[src/hdl/ecu_pkg.sv]
`default_nettype none

package ecu_pkg;

  // Datapath widths.
  localparam int XYW  = 33;  // CORDIC x and y, and operands of the shared multiplier
  localparam int ZW   = 30;  // CORDIC angle, degrees with 20 fraction bits
  localparam int NW   = 25;  // rounded vector component before normalization
  localparam int L2W  = 48;  // squared length
  localparam int LENW = 25;  // vector length
  localparam int VW   = 16;  // Q1.14 vector component
  localparam int PW   = 32;  // Q23.8 position

  localparam logic signed [ZW-1:0]  DEG90    = 30'sd94371840;
  localparam logic signed [ZW-1:0]  DEG180   = 30'sd188743680;
  localparam logic signed [XYW-1:0] GAIN_Q30 = 33'sd652032874;

  localparam logic [23:0]        YAW_SPAN  = 24'd46080;
  localparam logic signed [24:0] YAW_HALF  = 25'sd23040;
  localparam logic signed [24:0] PITCH_LIM = 25'sd11392;

  // Configuration register indexes.
  localparam logic [2:0] REG_MOVE_SPEED = 3'd0;
  localparam logic [2:0] REG_TURN_SPEED = 3'd1;
  localparam logic [2:0] REG_WORLD_UP_X = 3'd2;
  localparam logic [2:0] REG_WORLD_UP_Y = 3'd3;
  localparam logic [2:0] REG_WORLD_UP_Z = 3'd4;

  typedef struct packed {
    logic                  start;
    logic signed [ZW-1:0]  z;
  } cordic_req_t;

  typedef struct packed {
    logic                  done;
    logic signed [XYW-1:0] c;
    logic signed [XYW-1:0] s;
  } cordic_rsp_t;

  typedef struct packed {
    logic                  start;
    logic signed [NW-1:0]  n0;
    logic signed [NW-1:0]  n1;
    logic signed [NW-1:0]  n2;
    logic [L2W-1:0]        l2;
  } norm_req_t;

  typedef struct packed {
    logic                  done;
    logic signed [VW-1:0]  v0;
    logic signed [VW-1:0]  v1;
    logic signed [VW-1:0]  v2;
  } norm_rsp_t;

  // Arctangent of 2^-i in degrees with 20 fraction bits.
  function automatic logic [26:0] atan_deg(input logic [4:0] idx);
    logic [26:0] v;
    case (idx)
      5'd0:  v = 27'd47185920;
      5'd1:  v = 27'd27855475;
      5'd2:  v = 27'd14718068;
      5'd3:  v = 27'd7471121;
      5'd4:  v = 27'd3750058;
      5'd5:  v = 27'd1876857;
      5'd6:  v = 27'd938658;
      5'd7:  v = 27'd469357;
      5'd8:  v = 27'd234682;
      5'd9:  v = 27'd117342;
      5'd10: v = 27'd58671;
      5'd11: v = 27'd29335;
      5'd12: v = 27'd14668;
      5'd13: v = 27'd7334;
      5'd14: v = 27'd3667;
      5'd15: v = 27'd1833;
      5'd16: v = 27'd917;
      5'd17: v = 27'd458;
      5'd18: v = 27'd229;
      5'd19: v = 27'd115;
      5'd20: v = 27'd57;
      5'd21: v = 27'd29;
      5'd22: v = 27'd14;
      5'd23: v = 27'd7;
      default: v = 27'd0;
    endcase
    return v;
  endfunction

endpackage

`default_nettype wire

[src/hdl/ecu_mul.sv]
`default_nettype none

// Shared signed multiplier with a registered product.
module ecu_mul (
  input  wire logic                                 clk,
  input  wire logic signed [ecu_pkg::XYW-1:0]       a,
  input  wire logic signed [ecu_pkg::XYW-1:0]       b,
  output logic signed      [2*ecu_pkg::XYW-1:0]     prod
);

  always_ff @(posedge clk) begin
    prod <= a * b;
  end

endmodule

`default_nettype wire

[config.mk]
export PLATFORM = sky130hd
export DESIGN_NAME = ecu_mul
export DESIGN_NICKNAME = d
export VERILOG_FILES = /design/src/hdl/ecu_pkg.sv /design/src/hdl/ecu_mul.sv
export SDC_FILE = /design/constraint.sdc
export NUM_CORES = 2
export LEC_CHECK = 0
export BUFFER_PORTS_ARGS = -buffer_cell sky130_fd_sc_hd__buf_4
export CAP_MARGIN = 20
export CORE_ASPECT_RATIO = 1.1
export CORE_MARGIN = 10
export CORE_UTILIZATION = 30
export DETAILED_ROUTE_END_ITERATION = 10
export SLEW_MARGIN = 20
export SYNTH_ARGS = -nofsm -noshare
export SYNTH_HDL_FRONTEND = slang
export SYNTH_SLANG_ARGS = --single-unit
export TNS_END_PERCENT = 20
[constraint.sdc]
create_clock -name clk -period 8.3 [get_ports clk]
set_clock_uncertainty 0.05 [all_clocks]
set_input_delay 1.66 -clock clk [delete_from_list [all_inputs] [get_ports clk]]
set_output_delay 1.66 -clock clk [all_outputs]
set_load 0.02 [all_outputs]
==> results.tsv <==
stage	metric	value	unit
drt	drt drc	0	
layout	design area	0.0487	sq mm
setup_path	CP endpoint kind	flop	
drt	WL final	113000	um
sta	post-route minimum period	8270	ps
floorplanning	initial core utilization	30.3	%
layout	FILL cells	13600	
sta	relative slew slack	60.3	%
clocking	TritonCTS Sinks	66	
grt	initial antenna violation count	4	
synth	YS warnings	0	
place	IO Port Bufs	132	
place	Cell Area, Placed	0.0469	sq mm
drt	post-DR vias/cell	4.52	
synth	Post-Syn Nets	5767	
setup_path	Data arrival, critical path	8500	ps
setup_path	worst-path fanout max	16	
floorplanning	placement row count	141	
drt	post-route ant nets	0	
synth	number of synthesized flops with an enable pin	0	
setup_path	Crit. Startpoint	a[26]	
synth	Yosys top cell by area	fa_1	
place	HPWL after DPL	101000	um
layout	layout cell share with drive strength beyond 1	17.8	%
layout	Largest regs	prod x66	
flow_run	maxcap violations	0	
layout	Biggest register	prod	
setup_path	CP max stage cell	fa_2	
clocking	TritonCTS Buffers	9	
floorplanning	die width	371	um
drt	Detailed Routing Iterations Pass 1	5	
hold_path	Hold/Removal Path Class	in -> reg	
sta	Tcrit/Tclk final	99.6	%
synth	most frequent cell after synthesis	fa_1	
place	GP Congestion	0.879	
floorplanning	full die area	0.151	sq mm
setup_path	crit-path most repeated cell	fa_1	
synth	flops & latches, synth	66	
sta	RSZ-0062 raised after global routing	yes	
sta	fin. max-slew vios	0	
hold_path	Worst Hold Launch	b[1]	
clocking	TritonCTS clock tree	yes	
layout	area of the multi-input gates	0.0352	sq mm
grt	largest net degree at the start of global routing	30	
synth	Cells after Synth	4338	
layout	FF+latch area	0.00132	sq mm
setup_path	Data required, critical path	8530	ps
setup_path	startpoint class of the critical path	input pin	
synth	Synth area leaders	fa_1, inv_1, and2_1, ha_1, nand2_1	
drt	Wirelength per Cell	17.2	um
clocking	CTS H-tree lvls	3	
grt	All-Layer GR Usage	15.3	%
sta	Final Hold Viols	0	
setup_path	Setup Crit Path Kind	in -> reg	
sta	Achievable Freq	0.121	GHz
sta	Slew @ Worst Pin	595	ps
layout	Finished Core Util	36.2	%
clocking	Hold Buf Count CTS	0	
clocking	clk slew on worst S/H paths	70	ps
clocking	Clock Tree Buf Depth	2	
synth	share of the synthesized area in the top cell type	56.3	%
layout	Final nets	6171	
grt	GRT overflow	0	
layout	Non-Filler Instances	6535	
grt	first-pass GRT wire length	180000	um
floorplanning	core area	0.135	sq mm
layout	flip-flop count of the largest register after layout	66	
synth	ys flop type	dfxtp_1	
setup_path	slowest cell delay on critical path	620	ps
clocking	Clock Tree Root	clkbuf_16	
layout	area grow syn2layout	19.5	%
outcome	status	complete, no violations	
synth	Mean Syn Cell Area	9.39	sq um
drt	total number of vias	29600	
sta	# setup viols final	0	
synth	share of the yosys chip area belonging to registers	3.24	%
synth	Yosys cell types	80	
drt	First DRT Iteration DRCs	1438	
floorplanning	Top-Level Pins	133	
synth	commonest cells in the netlist	fa_1, inv_1, and2_1	
place	Inst Count DP	6486	
synth	synthesized area	0.0407	sq mm
grt	vias in the first global route	33200	
synth	ys async rst share	0	%
floorplanning	Die H	406	um
-- final cells by class --
type / instances / area share, %
flip-flops and latches: 66 / 2.71
clock buffers: 10 / 0.491
multi-input cells: 2920 / 72.2
repair buffers: 614 / 11.1
diodes: 1 / 0.00514
inverters: 1131 / 8.73
well taps: 1787 / 4.59
clock inverters: 6 / 0.0848
-- critical path, delay by kind of cell --
kind | cells | cell delay [ps]
buffers and inverters | 7 | 830
AND/OR/NAND/NOR | 4 | 570
AO/OA/AOI/OAI | 5 | 1010
adder cells (fa/ha/maj) | 9 | 4410
-- cell families (layout without fill, tap and decap cells) --
family                   after synthesis  in the layout  synth area share [%]
flip-flops                            66             66                  3.24
buffers and inverters               1352           1761                  12.5
AND/OR/NAND/NOR                     1271           1271                  15.8
AO/OA/AOI/OAI                        219            219                  4.07
other                                  0              1                     0
XOR/XNOR                              68             68                  1.46
adder cells (fa/ha/maj)             1362           1362                  62.9
-- repair_timing --
item / 4_1_cts / 5_1_grt
setup endpoints to repair: 20 / 31
cloned: 0 / 1
pin swaps: 45 / 105
gates resized for setup: 79 / 226
setup buffers: 10 / 23
-- cells in the final DEF, fill, tap and decap left out, types with 22 or more instances in the layout --
cell	n
buf_6	58
buf_4	507
nand2_1	540
xnor2_1	42
ha_1	191
and2_1	550
buf_12	38
fa_2	44
inv_1	1106
xor2_1	25
dfxtp_1	66
a21oi_1	41
fa_1	1101
inv_2	23
a21o_1	36
nor2_1	60
ha_4	22
-- metal layers --
metal | global-route usage (%) | routed length [um] | vias to the layer above | part of all wire, %
met5 | 0 | 19 | - | 0.017
li1 | - | - | 13100 | -
met3 | 1.67 | 4090 | 196 | 3.6
met1 | 17.0 | 40600 | 15600 | 36
met2 | 28.8 | 62000 | 604 | 55
met4 | 7.16 | 5940 | 2 | 5.3
-- worst paths after layout --
path                               end  slack [ps]  depth (start not counted)
worst max-delay path  prod[62]$_DFF_P_          30                         25
worst min-delay path   prod[1]$_DFF_P_        1820                          4
-- metrics by stage --
step                hold WS [ps]  worst slack (ps)  setup TNS, ps
global placement            2030              -679         -12810
floorplan                   1740             -1.86          -3.71
detailed placement          2030              -715         -14920
global route                1810              -162          -1040
CTS                         1810             -57.3          -81.9
finish                      1820              29.6              0
Power is not shown: default switching activity piles up to over one toggle a cycle in this logic, so the estimate is an artifact.
