**config.mk**
```make
export PLATFORM = sky130hd
export DESIGN_NAME = ecu_cordic
export DESIGN_NICKNAME = d
export VERILOG_FILES = /design/src/hdl/ecu_pkg.sv /design/src/hdl/ecu_cordic.sv
export SDC_FILE = /design/constraint.sdc
export NUM_CORES = 1
export LEC_CHECK = 0
export ABC_AREA = 1
export BUFFER_PORTS_ARGS = -buffer_cell sky130_fd_sc_hd__buf_2
export CAP_MARGIN = 25
export CELL_PAD_IN_SITES_DETAIL_PLACEMENT = 0
export CELL_PAD_IN_SITES_GLOBAL_PLACEMENT = 1
export CORE_MARGIN = 2
export CORE_UTILIZATION = 45
export CTS_BUF_LIST = sky130_fd_sc_hd__clkbuf_4 sky130_fd_sc_hd__clkbuf_8
export CTS_CLUSTER_DIAMETER = 40
export CTS_CLUSTER_SIZE = 8
export DETAILED_ROUTE_END_ITERATION = 10
export PLACE_DENSITY = 0.9
export SETUP_SLACK_MARGIN = 0.3
export SYNTH_ARGS = -nofsm -noshare
export SYNTH_HDL_FRONTEND = slang
export SYNTH_SLANG_ARGS = --single-unit
```
**constraint.sdc**
```tcl
create_clock -name clk -period 6 [get_ports clk]
set_clock_uncertainty 0.15 [all_clocks]
set_input_delay 1.5 -clock clk [delete_from_list [all_inputs] [get_ports clk]]
set_output_delay 1.5 -clock clk [all_outputs]
set_load 0.05 [all_outputs]
```
**src/hdl/ecu_pkg.sv**
```systemverilog
`default_nettype none

package ecu_pkg;

  // Datapath widths.
  localparam int XYW  = 33;  // CORDIC x and y, and operands of the shared multiplier
  localparam int ZW   = 30;  // CORDIC angle, degrees with 20 fraction bits
  localparam int NW   = 25;  // rounded vector component before normalization
  localparam int L2W  = 48;  // squared length
  localparam int LENW = 25;  // vector length
  localparam int VW   = 16;  // Q1.14 vector component
  localparam int PW   = 32;  // Q23.8 position

  localparam logic signed [ZW-1:0]  DEG90    = 30'sd94371840;
  localparam logic signed [ZW-1:0]  DEG180   = 30'sd188743680;
  localparam logic signed [XYW-1:0] GAIN_Q30 = 33'sd652032874;

  localparam logic [23:0]        YAW_SPAN  = 24'd46080;
  localparam logic signed [24:0] YAW_HALF  = 25'sd23040;
  localparam logic signed [24:0] PITCH_LIM = 25'sd11392;

  // Configuration register indexes.
  localparam logic [2:0] REG_MOVE_SPEED = 3'd0;
  localparam logic [2:0] REG_TURN_SPEED = 3'd1;
  localparam logic [2:0] REG_WORLD_UP_X = 3'd2;
  localparam logic [2:0] REG_WORLD_UP_Y = 3'd3;
  localparam logic [2:0] REG_WORLD_UP_Z = 3'd4;

  typedef struct packed {
    logic                  start;
    logic signed [ZW-1:0]  z;
  } cordic_req_t;

  typedef struct packed {
    logic                  done;
    logic signed [XYW-1:0] c;
    logic signed [XYW-1:0] s;
  } cordic_rsp_t;

  typedef struct packed {
    logic                  start;
    logic signed [NW-1:0]  n0;
    logic signed [NW-1:0]  n1;
    logic signed [NW-1:0]  n2;
    logic [L2W-1:0]        l2;
  } norm_req_t;

  typedef struct packed {
    logic                  done;
    logic signed [VW-1:0]  v0;
    logic signed [VW-1:0]  v1;
    logic signed [VW-1:0]  v2;
  } norm_rsp_t;

  // Arctangent of 2^-i in degrees with 20 fraction bits.
  function automatic logic [26:0] atan_deg(input logic [4:0] idx);
    logic [26:0] v;
    case (idx)
      5'd0:  v = 27'd47185920;
      5'd1:  v = 27'd27855475;
      5'd2:  v = 27'd14718068;
      5'd3:  v = 27'd7471121;
      5'd4:  v = 27'd3750058;
      5'd5:  v = 27'd1876857;
      5'd6:  v = 27'd938658;
      5'd7:  v = 27'd469357;
      5'd8:  v = 27'd234682;
      5'd9:  v = 27'd117342;
      5'd10: v = 27'd58671;
      5'd11: v = 27'd29335;
      5'd12: v = 27'd14668;
      5'd13: v = 27'd7334;
      5'd14: v = 27'd3667;
      5'd15: v = 27'd1833;
      5'd16: v = 27'd917;
      5'd17: v = 27'd458;
      5'd18: v = 27'd229;
      5'd19: v = 27'd115;
      5'd20: v = 27'd57;
      5'd21: v = 27'd29;
      5'd22: v = 27'd14;
      5'd23: v = 27'd7;
      default: v = 27'd0;
    endcase
    return v;
  endfunction

endpackage

`default_nettype wire

```
**src/hdl/ecu_cordic.sv**
```systemverilog
`default_nettype none

// Iterative rotation-mode CORDIC in degrees, one micro-rotation per cycle.
module ecu_cordic #(
  parameter int ITER = 16
) (
  input  wire logic                 clk,
  input  wire logic                 rst,
  input  wire ecu_pkg::cordic_req_t req,
  output ecu_pkg::cordic_rsp_t      rsp
);

  logic signed [ecu_pkg::XYW-1:0] x;
  logic signed [ecu_pkg::XYW-1:0] y;
  logic signed [ecu_pkg::ZW-1:0]  z;
  logic                           neg;
  logic                           busy;
  logic                           done;
  logic [4:0]                     idx;

  logic signed [ecu_pkg::ZW-1:0]  z_fold;
  logic                           neg_fold;
  logic signed [ecu_pkg::XYW-1:0] dx;
  logic signed [ecu_pkg::XYW-1:0] dy;
  logic signed [ecu_pkg::ZW-1:0]  at;

  // Fold angles beyond a quarter turn back by a half turn.
  always_comb begin
    z_fold   = req.z;
    neg_fold = 1'b0;
    if (req.z > ecu_pkg::DEG90) begin
      z_fold   = req.z - ecu_pkg::DEG180;
      neg_fold = 1'b1;
    end else if (req.z < -ecu_pkg::DEG90) begin
      z_fold   = req.z + ecu_pkg::DEG180;
      neg_fold = 1'b1;
    end
  end

  always_comb begin
    dx = y >>> idx;
    dy = x >>> idx;
    at = $signed({3'b000, ecu_pkg::atan_deg(idx)});
  end

  // Control.
  always_ff @(posedge clk) begin
    if (rst) begin
      busy <= 1'b0;
      done <= 1'b0;
      idx  <= 5'd0;
    end else begin
      done <= 1'b0;
      if (req.start) begin
        busy <= 1'b1;
        idx  <= 5'd0;
      end else if (busy) begin
        idx <= idx + 5'd1;
        if (idx == 5'(ITER - 1)) begin
          busy <= 1'b0;
          done <= 1'b1;
        end
      end
    end
  end

  // Rotation datapath.
  always_ff @(posedge clk) begin
    if (req.start) begin
      x   <= ecu_pkg::GAIN_Q30;
      y   <= '0;
      z   <= z_fold;
      neg <= neg_fold;
    end else if (busy) begin
      if (z >= 0) begin
        x <= x - dx;
        y <= y + dy;
        z <= z - at;
      end else begin
        x <= x + dx;
        y <= y - dy;
        z <= z + at;
      end
    end
  end

  assign rsp.done = done;
  assign rsp.c    = neg ? -x : x;
  assign rsp.s    = neg ? -y : y;

endmodule

`default_nettype wire

```
==> results by group <==
Run status
  – Outcome: complete, no violations

Final layout
  – Fraction of layout cells with a size suffix above 1: 9.26%
  – Post-route cell area: 0.0192 sq mm
  – P&R area growth vs syn: 7.59%
  – N_diodes: 0
  – Final nets: 3212

Run
  – Max-cap violation count: 0

Setup path
  – WP data arrival: 3.72 ns
  – Critical path class: reg2out
  – Worst path required time: 4.35 ns
  – R2R depth: 33
  – CP max FO: 5
  – Critical path endpoint: rsp[32]
  – Reg-to-reg critical path endpoint: x[32]
  – Critical path startpoint category: register
  – Flop2flop setup slack: 0.86 ns
  – Reg-to-reg critical path startpoint: idx[1]
  – Crit. Startpoint: y[1]
  – Crit end category: primary output

Timing
  – Max Slew Vio Count: 0
  – Worst slew pin tran: 0.968 ns
  – Tcrit/Tclk final: 89.5%
  – RSZ-0062 raised after global routing: false
  – Setup violators final: 0
  – FMAX: 0.186 GHz
  – Final hold vios: 0
  – Period minus WS final: 5.37 ns
  – Worst rel slew slack: 35.0%
  – Setup TNS: 0 ns

Die
  – Die footprint: 0.0414 sq mm
  – Die Wd: 203 um
  – Die Y: 203 um
  – Initial Util: 45.3%
  – I/O pin count: 100
  – Row cnt: 73
  – Core footprint: 0.0395 sq mm

Global routing
  – Largest net degree at the start of global routing: 74
  – Global-route wire length before repair: 104000 um
  – Overflow left after global routing: 0
  – Antenna violations before repair: 0
  – Overall routing resource usage: 31.5%
  – Vias in the first global route: 19300

Min path
  – WHS Path Cells: 2
  – Min-Delay Path Class: reg2reg

Synthesis
  – Post-synth ARST share: 0%
  – Post-synthesis sequential area ratio: 16.3%
  – Xor and xnor area share after synthesis: 8.66%
  – Average cell area after synthesis: 5.91 sq um
  – Synth Instances: 3027
  – Largest family of logic cells by synthesized area: simple AND/OR/NAND/NOR gates
  – Syn_nets: 3174
  – Post-Syn Area: 0.0179 sq mm
  – Post-synth top flop: dfxtp_1
  – Yosys reg bits: 130
  – Simple-gate share of the synthesized area: 38.9%
  – Top area cells in the synthesized netlist: nand2_1, nand3_1, dfxtp_1
  – Multiplexer area fraction after synthesis: 0%
  – Compound-Gate Fraction of Synth Area: 16.9%
  – EDFF count, synth: 31
  – Largest area contributor in the netlist: nand2_1
  – Top cell type's share of synthesized area: 14.4%
  – Yosys cell types: 61
  – Adder-cell area share of the yosys netlist: 8.10%
  – YS warnings: 0

Drt
  – DRT Pass-1 Iters: 7
  – Average wire per standard cell: 18.3 um
  – Routed Antenna Nets: 0
  – Remaining DRCs: 0
  – Vias/cell: 5.74
  – Starting DRT DRC Count: 2045
  – Total Routed Length: 66000 um
  – Vias: 20700

Clocking
  – CTS Buf Count: 17
  – Worst-path clk slew: 0.11 ns
  – Clk sinks: 130
  – Post-CTS Hold Buffers: 0
  – CTS-repair resized insts: 0
  – Worst skew pair latency: 0.51 ns
  – H-Tree Depth: 4
  – Post-CTS setup buffers: 0
  – Root Driver: clkbuf_8
  – Max Buffers Root-to-Sink: 2
  – CTS tree: built

Placed design
  – Post-DP Area: 0.0188 sq mm
  – GP Congestion: 0.991
  – Port Buf Inserts: 99
  – DP HPWL: 51300 um

Power and ir drop
  – LEAKAGE: 9.55 nW
  – Peak supply drop: 0.435 mV
  – Cell Pwr Density: 545 mW/mm^2
[synth_stat cells, types with 38 or more instances]
cell and n:
clkbuf_1 47, a21oi_1 201, xor2_1 122, ha_1 111
inv_1 352, nand3_1 442, dfxtp_1 99, xnor2_1 55
nor3_1 38, buf_2 41, nand2_1 685, nor2_1 267
o21ai_0 189
[worst max-delay path, stage by stage, from the launching register on]
cell	delay, ns
dfxtp_1	0.39
inv_1	0.25
ha_1	0.22
nand3_1	0.10
nor3_1	0.20
nand3_1	0.15
nor3_2	0.20
nand3_1	0.17
nor2_1	0.30
nand4_1	0.13
nand2_1	0.13
nand2_1	0.09
nor2_1	0.19
nand2_1	0.11
nor2_1	0.13
xor2_1	0.16
buf_2	0.29
[through the flow]
stage,setup slack [ns],hold slack (ns),utilization [%],instances,total power [W]
2_1_floorplan,1.55,0.370,-,3027,0.00737
3_3_place_gp,0.842,0.470,47.6,3571,0.00936
3_5_place_dp,0.739,0.457,47.6,3571,0.00941
4_1_cts,0.526,0.473,48.7,3603,0.0104
5_1_grt,0.325,0.522,48.8,3603,0.0115
6_report,0.630,0.482,48.8,3603,0.0105
[cells in the final DEF (no fill, tap or decap), types with 55 or more instances in the layout]
cell,instances
inv_1,349
xnor2_1,55
xor2_1,122
nand3_1,442
buf_2,99
o21ai_0,188
nand2_1,685
a21oi_1,201
dfxtp_1,94
nor2_1,267
ha_1,111
[worst min path at each step]
stage | slack, ns | startpoint | end
after floorplan | 0.37 | y[0] | y[0]
after global placement | 0.47 | x[8] | x[8]
after detailed placement | 0.46 | x[8] | x[8]
after CTS | 0.47 | x[8] | x[8]
after global routing | 0.52 | x[2] | x[2]
final | 0.48 | x[8] | x[8]
[layout make-up]
cell class / count / area, sq um
multi-input combinational: 2408 / 13000
clock buffer: 17 / 234
clock inverter: 15 / 213
sequential: 130 / 2920
timing repair buffer: 140 / 845
tap: 525 / 657
fill: 4255 / 20200
inverter: 368 / 1390
[state kept, by name, indices dropped and copies added, names as in the netlist]
signal	count
z	30
y	33
busy	1
x	33
idx	5
at	26
done	1
neg	1
[where the power goes]
group          switching (W)  internal [W]  total [W]
logic                0.00541       0.00265    0.00806
clock network       0.000483      0.000433   0.000916
registers           0.000362       0.00114    0.00151
[routing by layer]
| layer | track usage, % | wire length (um) | vias up |
|---|---|---|---|
| li1 | - | - | 10200 |
| met4 | 10.8 | 2110 | 0 |
| met1 | 43.7 | 30000 | 9594 |
| met2 | 50.7 | 29400 | 820 |
| met3 | 3.36 | 4490 | 111 |
| met5 | 0 | 0 | - |
[cells by family (layout without fill, tap and decap cells)]
group	Yosys count	count (layout)
adders and majority gates	114	114
and+or+nand+nor	1574	1574
AOI/OAI and AO/OA	543	543
xor gates and xnor gates	177	177
buffers and inverters	489	540
DFF	130	130
No activity file was read; power rests on OpenSTA's default activity.
