**src/hdl/ecu_pkg.sv**
```systemverilog
`default_nettype none

package ecu_pkg;

  // Datapath widths.
  localparam int XYW  = 33;  // CORDIC x and y, and operands of the shared multiplier
  localparam int ZW   = 30;  // CORDIC angle, degrees with 20 fraction bits
  localparam int NW   = 25;  // rounded vector component before normalization
  localparam int L2W  = 48;  // squared length
  localparam int LENW = 25;  // vector length
  localparam int VW   = 16;  // Q1.14 vector component
  localparam int PW   = 32;  // Q23.8 position

  localparam logic signed [ZW-1:0]  DEG90    = 30'sd94371840;
  localparam logic signed [ZW-1:0]  DEG180   = 30'sd188743680;
  localparam logic signed [XYW-1:0] GAIN_Q30 = 33'sd652032874;

  localparam logic [23:0]        YAW_SPAN  = 24'd46080;
  localparam logic signed [24:0] YAW_HALF  = 25'sd23040;
  localparam logic signed [24:0] PITCH_LIM = 25'sd11392;

  // Configuration register indexes.
  localparam logic [2:0] REG_MOVE_SPEED = 3'd0;
  localparam logic [2:0] REG_TURN_SPEED = 3'd1;
  localparam logic [2:0] REG_WORLD_UP_X = 3'd2;
  localparam logic [2:0] REG_WORLD_UP_Y = 3'd3;
  localparam logic [2:0] REG_WORLD_UP_Z = 3'd4;

  typedef struct packed {
    logic                  start;
    logic signed [ZW-1:0]  z;
  } cordic_req_t;

  typedef struct packed {
    logic                  done;
    logic signed [XYW-1:0] c;
    logic signed [XYW-1:0] s;
  } cordic_rsp_t;

  typedef struct packed {
    logic                  start;
    logic signed [NW-1:0]  n0;
    logic signed [NW-1:0]  n1;
    logic signed [NW-1:0]  n2;
    logic [L2W-1:0]        l2;
  } norm_req_t;

  typedef struct packed {
    logic                  done;
    logic signed [VW-1:0]  v0;
    logic signed [VW-1:0]  v1;
    logic signed [VW-1:0]  v2;
  } norm_rsp_t;

  // Arctangent of 2^-i in degrees with 20 fraction bits.
  function automatic logic [26:0] atan_deg(input logic [4:0] idx);
    logic [26:0] v;
    case (idx)
      5'd0:  v = 27'd47185920;
      5'd1:  v = 27'd27855475;
      5'd2:  v = 27'd14718068;
      5'd3:  v = 27'd7471121;
      5'd4:  v = 27'd3750058;
      5'd5:  v = 27'd1876857;
      5'd6:  v = 27'd938658;
      5'd7:  v = 27'd469357;
      5'd8:  v = 27'd234682;
      5'd9:  v = 27'd117342;
      5'd10: v = 27'd58671;
      5'd11: v = 27'd29335;
      5'd12: v = 27'd14668;
      5'd13: v = 27'd7334;
      5'd14: v = 27'd3667;
      5'd15: v = 27'd1833;
      5'd16: v = 27'd917;
      5'd17: v = 27'd458;
      5'd18: v = 27'd229;
      5'd19: v = 27'd115;
      5'd20: v = 27'd57;
      5'd21: v = 27'd29;
      5'd22: v = 27'd14;
      5'd23: v = 27'd7;
      default: v = 27'd0;
    endcase
    return v;
  endfunction

endpackage

`default_nettype wire

```
**src/hdl/ecu_norm.sv**
```systemverilog
`default_nettype none

// Normalizes a three-component vector to Q1.14: a bit-pair integer square
// root of the squared length, then a restoring divide for each component.
module ecu_norm (
  input  wire logic               clk,
  input  wire logic               rst,
  input  wire ecu_pkg::norm_req_t req,
  output ecu_pkg::norm_rsp_t      rsp
);

  localparam logic [2:0] N_IDLE = 3'd0;
  localparam logic [2:0] N_SQRT = 3'd1;
  localparam logic [2:0] N_DSET = 3'd2;
  localparam logic [2:0] N_DIV  = 3'd3;
  localparam logic [2:0] N_DST  = 3'd4;

  logic [2:0]                     st;
  logic                           done;
  logic [4:0]                     cnt;
  logic [1:0]                     comp;
  logic [ecu_pkg::L2W-1:0]        x;
  logic [ecu_pkg::L2W-1:0]        r;
  logic [ecu_pkg::L2W-1:0]        bm;
  logic [39:0]                    num;
  logic [39:0]                    den;
  logic [14:0]                    q;
  logic signed [ecu_pkg::NW-1:0]  nv [3];
  logic signed [ecu_pkg::VW-1:0]  res [3];

  logic [ecu_pkg::L2W-1:0]        trial;
  logic [ecu_pkg::LENW-1:0]       len;
  logic signed [ecu_pkg::NW-1:0]  ncur;
  logic [ecu_pkg::NW-1:0]         mag;
  logic signed [ecu_pkg::VW-1:0]  qv;

  always_comb begin
    trial = r + bm;
    len   = r[ecu_pkg::LENW-1:0];
    ncur  = nv[comp];
    mag   = (ncur < 0) ? ecu_pkg::NW'(-ncur) : ecu_pkg::NW'(ncur);
    qv    = $signed({1'b0, q});
    if (len == '0) begin
      qv = '0;
    end else if (ncur < 0) begin
      qv = -qv;
    end
  end

  always_ff @(posedge clk) begin
    if (rst) begin
      st   <= N_IDLE;
      done <= 1'b0;
    end else begin
      done <= 1'b0;
      case (st)
        N_IDLE: begin
          if (req.start) begin
            nv[0] <= req.n0;
            nv[1] <= req.n1;
            nv[2] <= req.n2;
            x     <= req.l2;
            r     <= '0;
            bm    <= ecu_pkg::L2W'(1) << 46;
            cnt   <= 5'd0;
            st    <= N_SQRT;
          end
        end
        // One result bit of the square root per cycle.
        N_SQRT: begin
          if (x >= trial) begin
            x <= x - trial;
            r <= (r >> 1) + bm;
          end else begin
            r <= r >> 1;
          end
          bm  <= bm >> 2;
          cnt <= cnt + 5'd1;
          if (cnt == 5'd23) begin
            comp <= 2'd0;
            st   <= N_DSET;
          end
        end
        // Rounded numerator and aligned divisor for this component.
        N_DSET: begin
          num <= {1'b0, mag, 14'd0} + 40'(len >> 1);
          den <= {1'b0, len, 14'd0};
          q   <= '0;
          cnt <= 5'd0;
          st  <= N_DIV;
        end
        // One quotient bit per cycle.
        N_DIV: begin
          if (num >= den) begin
            num <= num - den;
            q   <= {q[13:0], 1'b1};
          end else begin
            q   <= {q[13:0], 1'b0};
          end
          den <= den >> 1;
          cnt <= cnt + 5'd1;
          if (cnt == 5'd14) begin
            st <= N_DST;
          end
        end
        N_DST: begin
          res[comp] <= qv;
          if (comp == 2'd2) begin
            done <= 1'b1;
            st   <= N_IDLE;
          end else begin
            comp <= comp + 2'd1;
            st   <= N_DSET;
          end
        end
        default: st <= N_IDLE;
      endcase
    end
  end

  assign rsp.done = done;
  assign rsp.v0   = res[0];
  assign rsp.v1   = res[1];
  assign rsp.v2   = res[2];

endmodule

`default_nettype wire

```
**config.mk**
```make
export PLATFORM = sky130hd
export DESIGN_NAME = ecu_norm
export DESIGN_NICKNAME = d
export VERILOG_FILES = /design/src/hdl/ecu_pkg.sv /design/src/hdl/ecu_norm.sv
export SDC_FILE = /design/constraint.sdc
export NUM_CORES = 1
export LEC_CHECK = 0
export ABC_CLOCK_PERIOD_IN_PS = 18100
export BUFFER_PORTS_ARGS = -buffer_cell sky130_fd_sc_hd__buf_2
export CAP_MARGIN = 0
export CORE_UTILIZATION = 55
export CTS_CLUSTER_DIAMETER = 120
export DETAILED_ROUTE_END_ITERATION = 10
export PLACE_DENSITY = 0.74
export SYNTH_ARGS = -nofsm -noshare
export SYNTH_HDL_FRONTEND = slang
export SYNTH_SLANG_ARGS = --single-unit
```
**constraint.sdc**
```tcl
create_clock -name clk -period 18.1 [get_ports clk]
set_input_delay 5.43 -clock clk [delete_from_list [all_inputs] [get_ports clk]]
set_output_delay 5.43 -clock clk [all_outputs]
set_load 0.005 [all_outputs]
```
==> run summary <==
combinational share of power: 39.8%
clock sinks: 350
Routed Antenna Nets: 0
Via Count: 17.9k
Final min period: 7.07 ns
Sw Share: 36.7%
Initial Util: 56.3%
Layout Cells excl Fill: 2,975
internal power: 1970 uW
CTS HTree Levels: 2
Routed WL per cell: 18.0 um
sequential share of power: 35.0%
Clk pwr share: 25.2%
Hold Violations, Final: 0
post-synth top area cell: edfxtp_1
Final Max Tran Viols: 0
# fillers: 3,380
Finish-stage setup viols: 0
pre-CTS setup slack: 10.44 ns
Yosys cell types: 96
critical path depth: 5
unrepaired setup endpoints after global routing: false
Bufs and invs on worst path: 3
root buf cell: clkbuf_16
status: finished, final reports clean
worst-path cell chain: buf_2 -> nor3_2 -> buf_4 -> a21boi_4 -> buf_4
Setup crit start kind: input pin
core area: 41,300 um^2
Ys Warns: 0
most common cell after layout, fill and taps aside: edfxtp_1
Slew HR: 25.6%
drt first pass iters: 6
setup TNS: 0 ns
CP max stage cell: buf_4
Mapped Nets: 2,570
GRT Residual Overflow: 0
maximum vdd drop: 0.0813 mV
Seq/Total Area, Yosys: 44.9%
Crit path arrival time: 7.26 ns
vias per cell: 6.02
total power: 3110 uW
Power Dens Cells: 121 nW/um^2
worst path required time: 18.29 ns
vias in the first global route: 17.3k
fmax: 141 MHz
area grow syn2layout: 10.6%
P_leak: 0.0102 uW
IO buf count: 174
CP Max Fanout: 55
initial antenna violation count: 1
CTS Buf Count: 39
CP Capture Type: flip-flop
kind of critical path: input pin to flip-flop
kind of cell adding the most delay to the critical path: buffers and inverters
number of core rows: 74
max incr delay on CP: 0.58 ns
DRC Markers: 0
drt total wl: 53.6 mm
Reg-to-Reg Start: r[0]$_SDFFCE_PN0P_
DR iter-0 viols: 1,412
Worst R2R Path Depth: 23
register bit total from synthesis: 350
share of cells above drive strength 1: 13.7%
setup ws final: 11.03 ns
Worst Max-Slew Pin Slew: 1.12 ns
Layout Skew: 0.0208 ns
CTS tree: done
Worst R2R End: x[46]$_DFFE_PP_
Die Wd: 208 um
CP Launch Point: rst
largest net degree at the start of global routing: 119
Period Utilization, post-route: 39.1%
clock-pin slew on the worst setup and hold paths: 0.06 ns
RD Place Congestion: 0.938
max-cap viol count: 0
GRT Overall Usage: 24.7%
Setup Fix Bufs, Post-CTS: 0
fin nets: 2,697
crit-path most repeated cell: buf_4
sw power: 1140 uW
share of async-settable or async-resettable flops after synthesis: 0%
Die Ht: 208 um
Mapped Cells: 2,287
Worst Setup EP: num[2]$_DFFE_PP_
die area: 43,100 um^2
number of gates resized after cts: 0
Max Root-Sink Buffers: 3
first-pass GRT wire length: 87.0 mm
R2R setup slack: 11.62 ns
top cells by area, synth: edfxtp_1, ha_1, xnor2_1, o21ai_0, xor2_1
hold_ws: 0.555 ns
Clock Latency Late Sink: 0.56 ns
Mean Syn Cell Area: 10.2 um^2
Post-synth EDFFs: 344
ys flop type: edfxtp_1
worst min-delay path class: flip-flop to flip-flop
top cell type's share of synthesized area: 44.4%
Hold Buf Count CTS: 0
dpl hpwl: 38.6 mm
dpl cells: 2,905
I/O Pins: 175
most frequent cells in the layout: edfxtp_1, nand2_1, nor2_1
synthesized area: 23,300 um^2
==> synthesized netlist by cell type (7+ instances only) <==
cell and n:
and2_1 50, nor4_1 15, xnor2_1 106, a31oi_1 56, nand4_1 29, a41oi_1 8, o21ai_1 11, or3_1 17
edfxtp_1 344, ha_1 154, a21boi_0 15, buf_2 10, o31ai_1 14, o211ai_1 7, nor2b_1 25, a21o_1 83
a211oi_1 30, nor2_1 187, a21oi_1 152, mux2i_1 17, nor3_1 29, mux2_4 11, and4_1 9, and3_1 25
xor2_1 98, o21bai_1 18, a31o_2 14, nand3_1 36, mux2i_4 9, inv_1 75, o21a_1 14, o21ai_0 179
nand2_1 215, nand2b_1 18, mux2_2 8, clkbuf_1 82
==> sequential cells by signal (all words and copies together), names as in the netlist, named ones only <==
register and flops:
r 48, den 39, comp 2, done 1
cnt 5, bm 24, q 15, st 3
nv 75, res 48, x 48, num 40
==> logic make-up after synthesis <==
| family | after synthesis | share of synthesized area, % |
|---|---|---|
| adders and majority gates | 157 | 8.54 |
| xor gates and xnor gates | 205 | 7.75 |
| and+or+nand+nor | 687 | 14.4 |
| muxes | 53 | 3.15 |
| AOI/OAI and AO/OA | 655 | 17.9 |
| buffers and inverters | 180 | 3.27 |
| DFF | 350 | 44.9 |
==> power by group through the flow <==
stage               clock (uW)  combinational [uW]  sequential (uW)
floorplan                    0                 971             1080
global placement             0                1180             1100
detailed placement           0                1210             1100
CTS                        799                1230             1090
global route               828                1370             1100
finish                     783                1240             1090
==> worst reg2reg max path: cells and delay by family (launching register included) <==
family,cells,cell delay (ns)
fa+ha+maj,3,0.89
flops,1,0.47
buf+inv,3,1.00
simple gates,7,1.47
compound gates,9,2.11
xor+xnor,1,0.13
==> layer usage <==
metal | GRT usage, % | wire length [um] | vias up
met4 | 8.61 | 1420 | 0
met5 | 0 | 0 | -
met3 | 3.16 | 3020 | 101
met1 | 33.7 | 23900 | 8514
li1 | - | - | 8743
met2 | 40.7 | 25200 | 546
==> worst min path at each step <==
stage,from,to,depth (start not counted)
detailed placement,comp[1]$_DFFE_PP_,flip-flop,1
CTS,comp[1]$_DFFE_PP_,flip-flop,1
global route,comp[1]$_DFFE_PP_,flip-flop,1
global placement,comp[1]$_DFFE_PP_,flip-flop,1
finish,comp[1]$_DFFE_PP_,flip-flop,1
floorplan,comp[1]$_DFFE_PP_,flip-flop,1
==> through the flow <==
stage                     utilization (%)  cell area [um^2]
after floorplan                         -             23300
after global placement               59.3             24500
after detailed placement             59.3             24500
after CTS                            62.3             25700
after global routing                 62.3             25700
final                                62.3             25700
==> layout make-up <==
class	instances	area [um^2]	area share [%]
Antenna cell	1	2.50	0.00973
Clock buffer	46	1000	3.90
Clock inverter	23	238	0.924
Inverter	75	284	1.10
Multi-Input combinational cell	1757	12100	47.0
Sequential cell	350	10500	40.6
Tap cell	532	666	2.59
Timing Repair Buffer	191	998	3.88
Power figures use the tool's default switching activity.
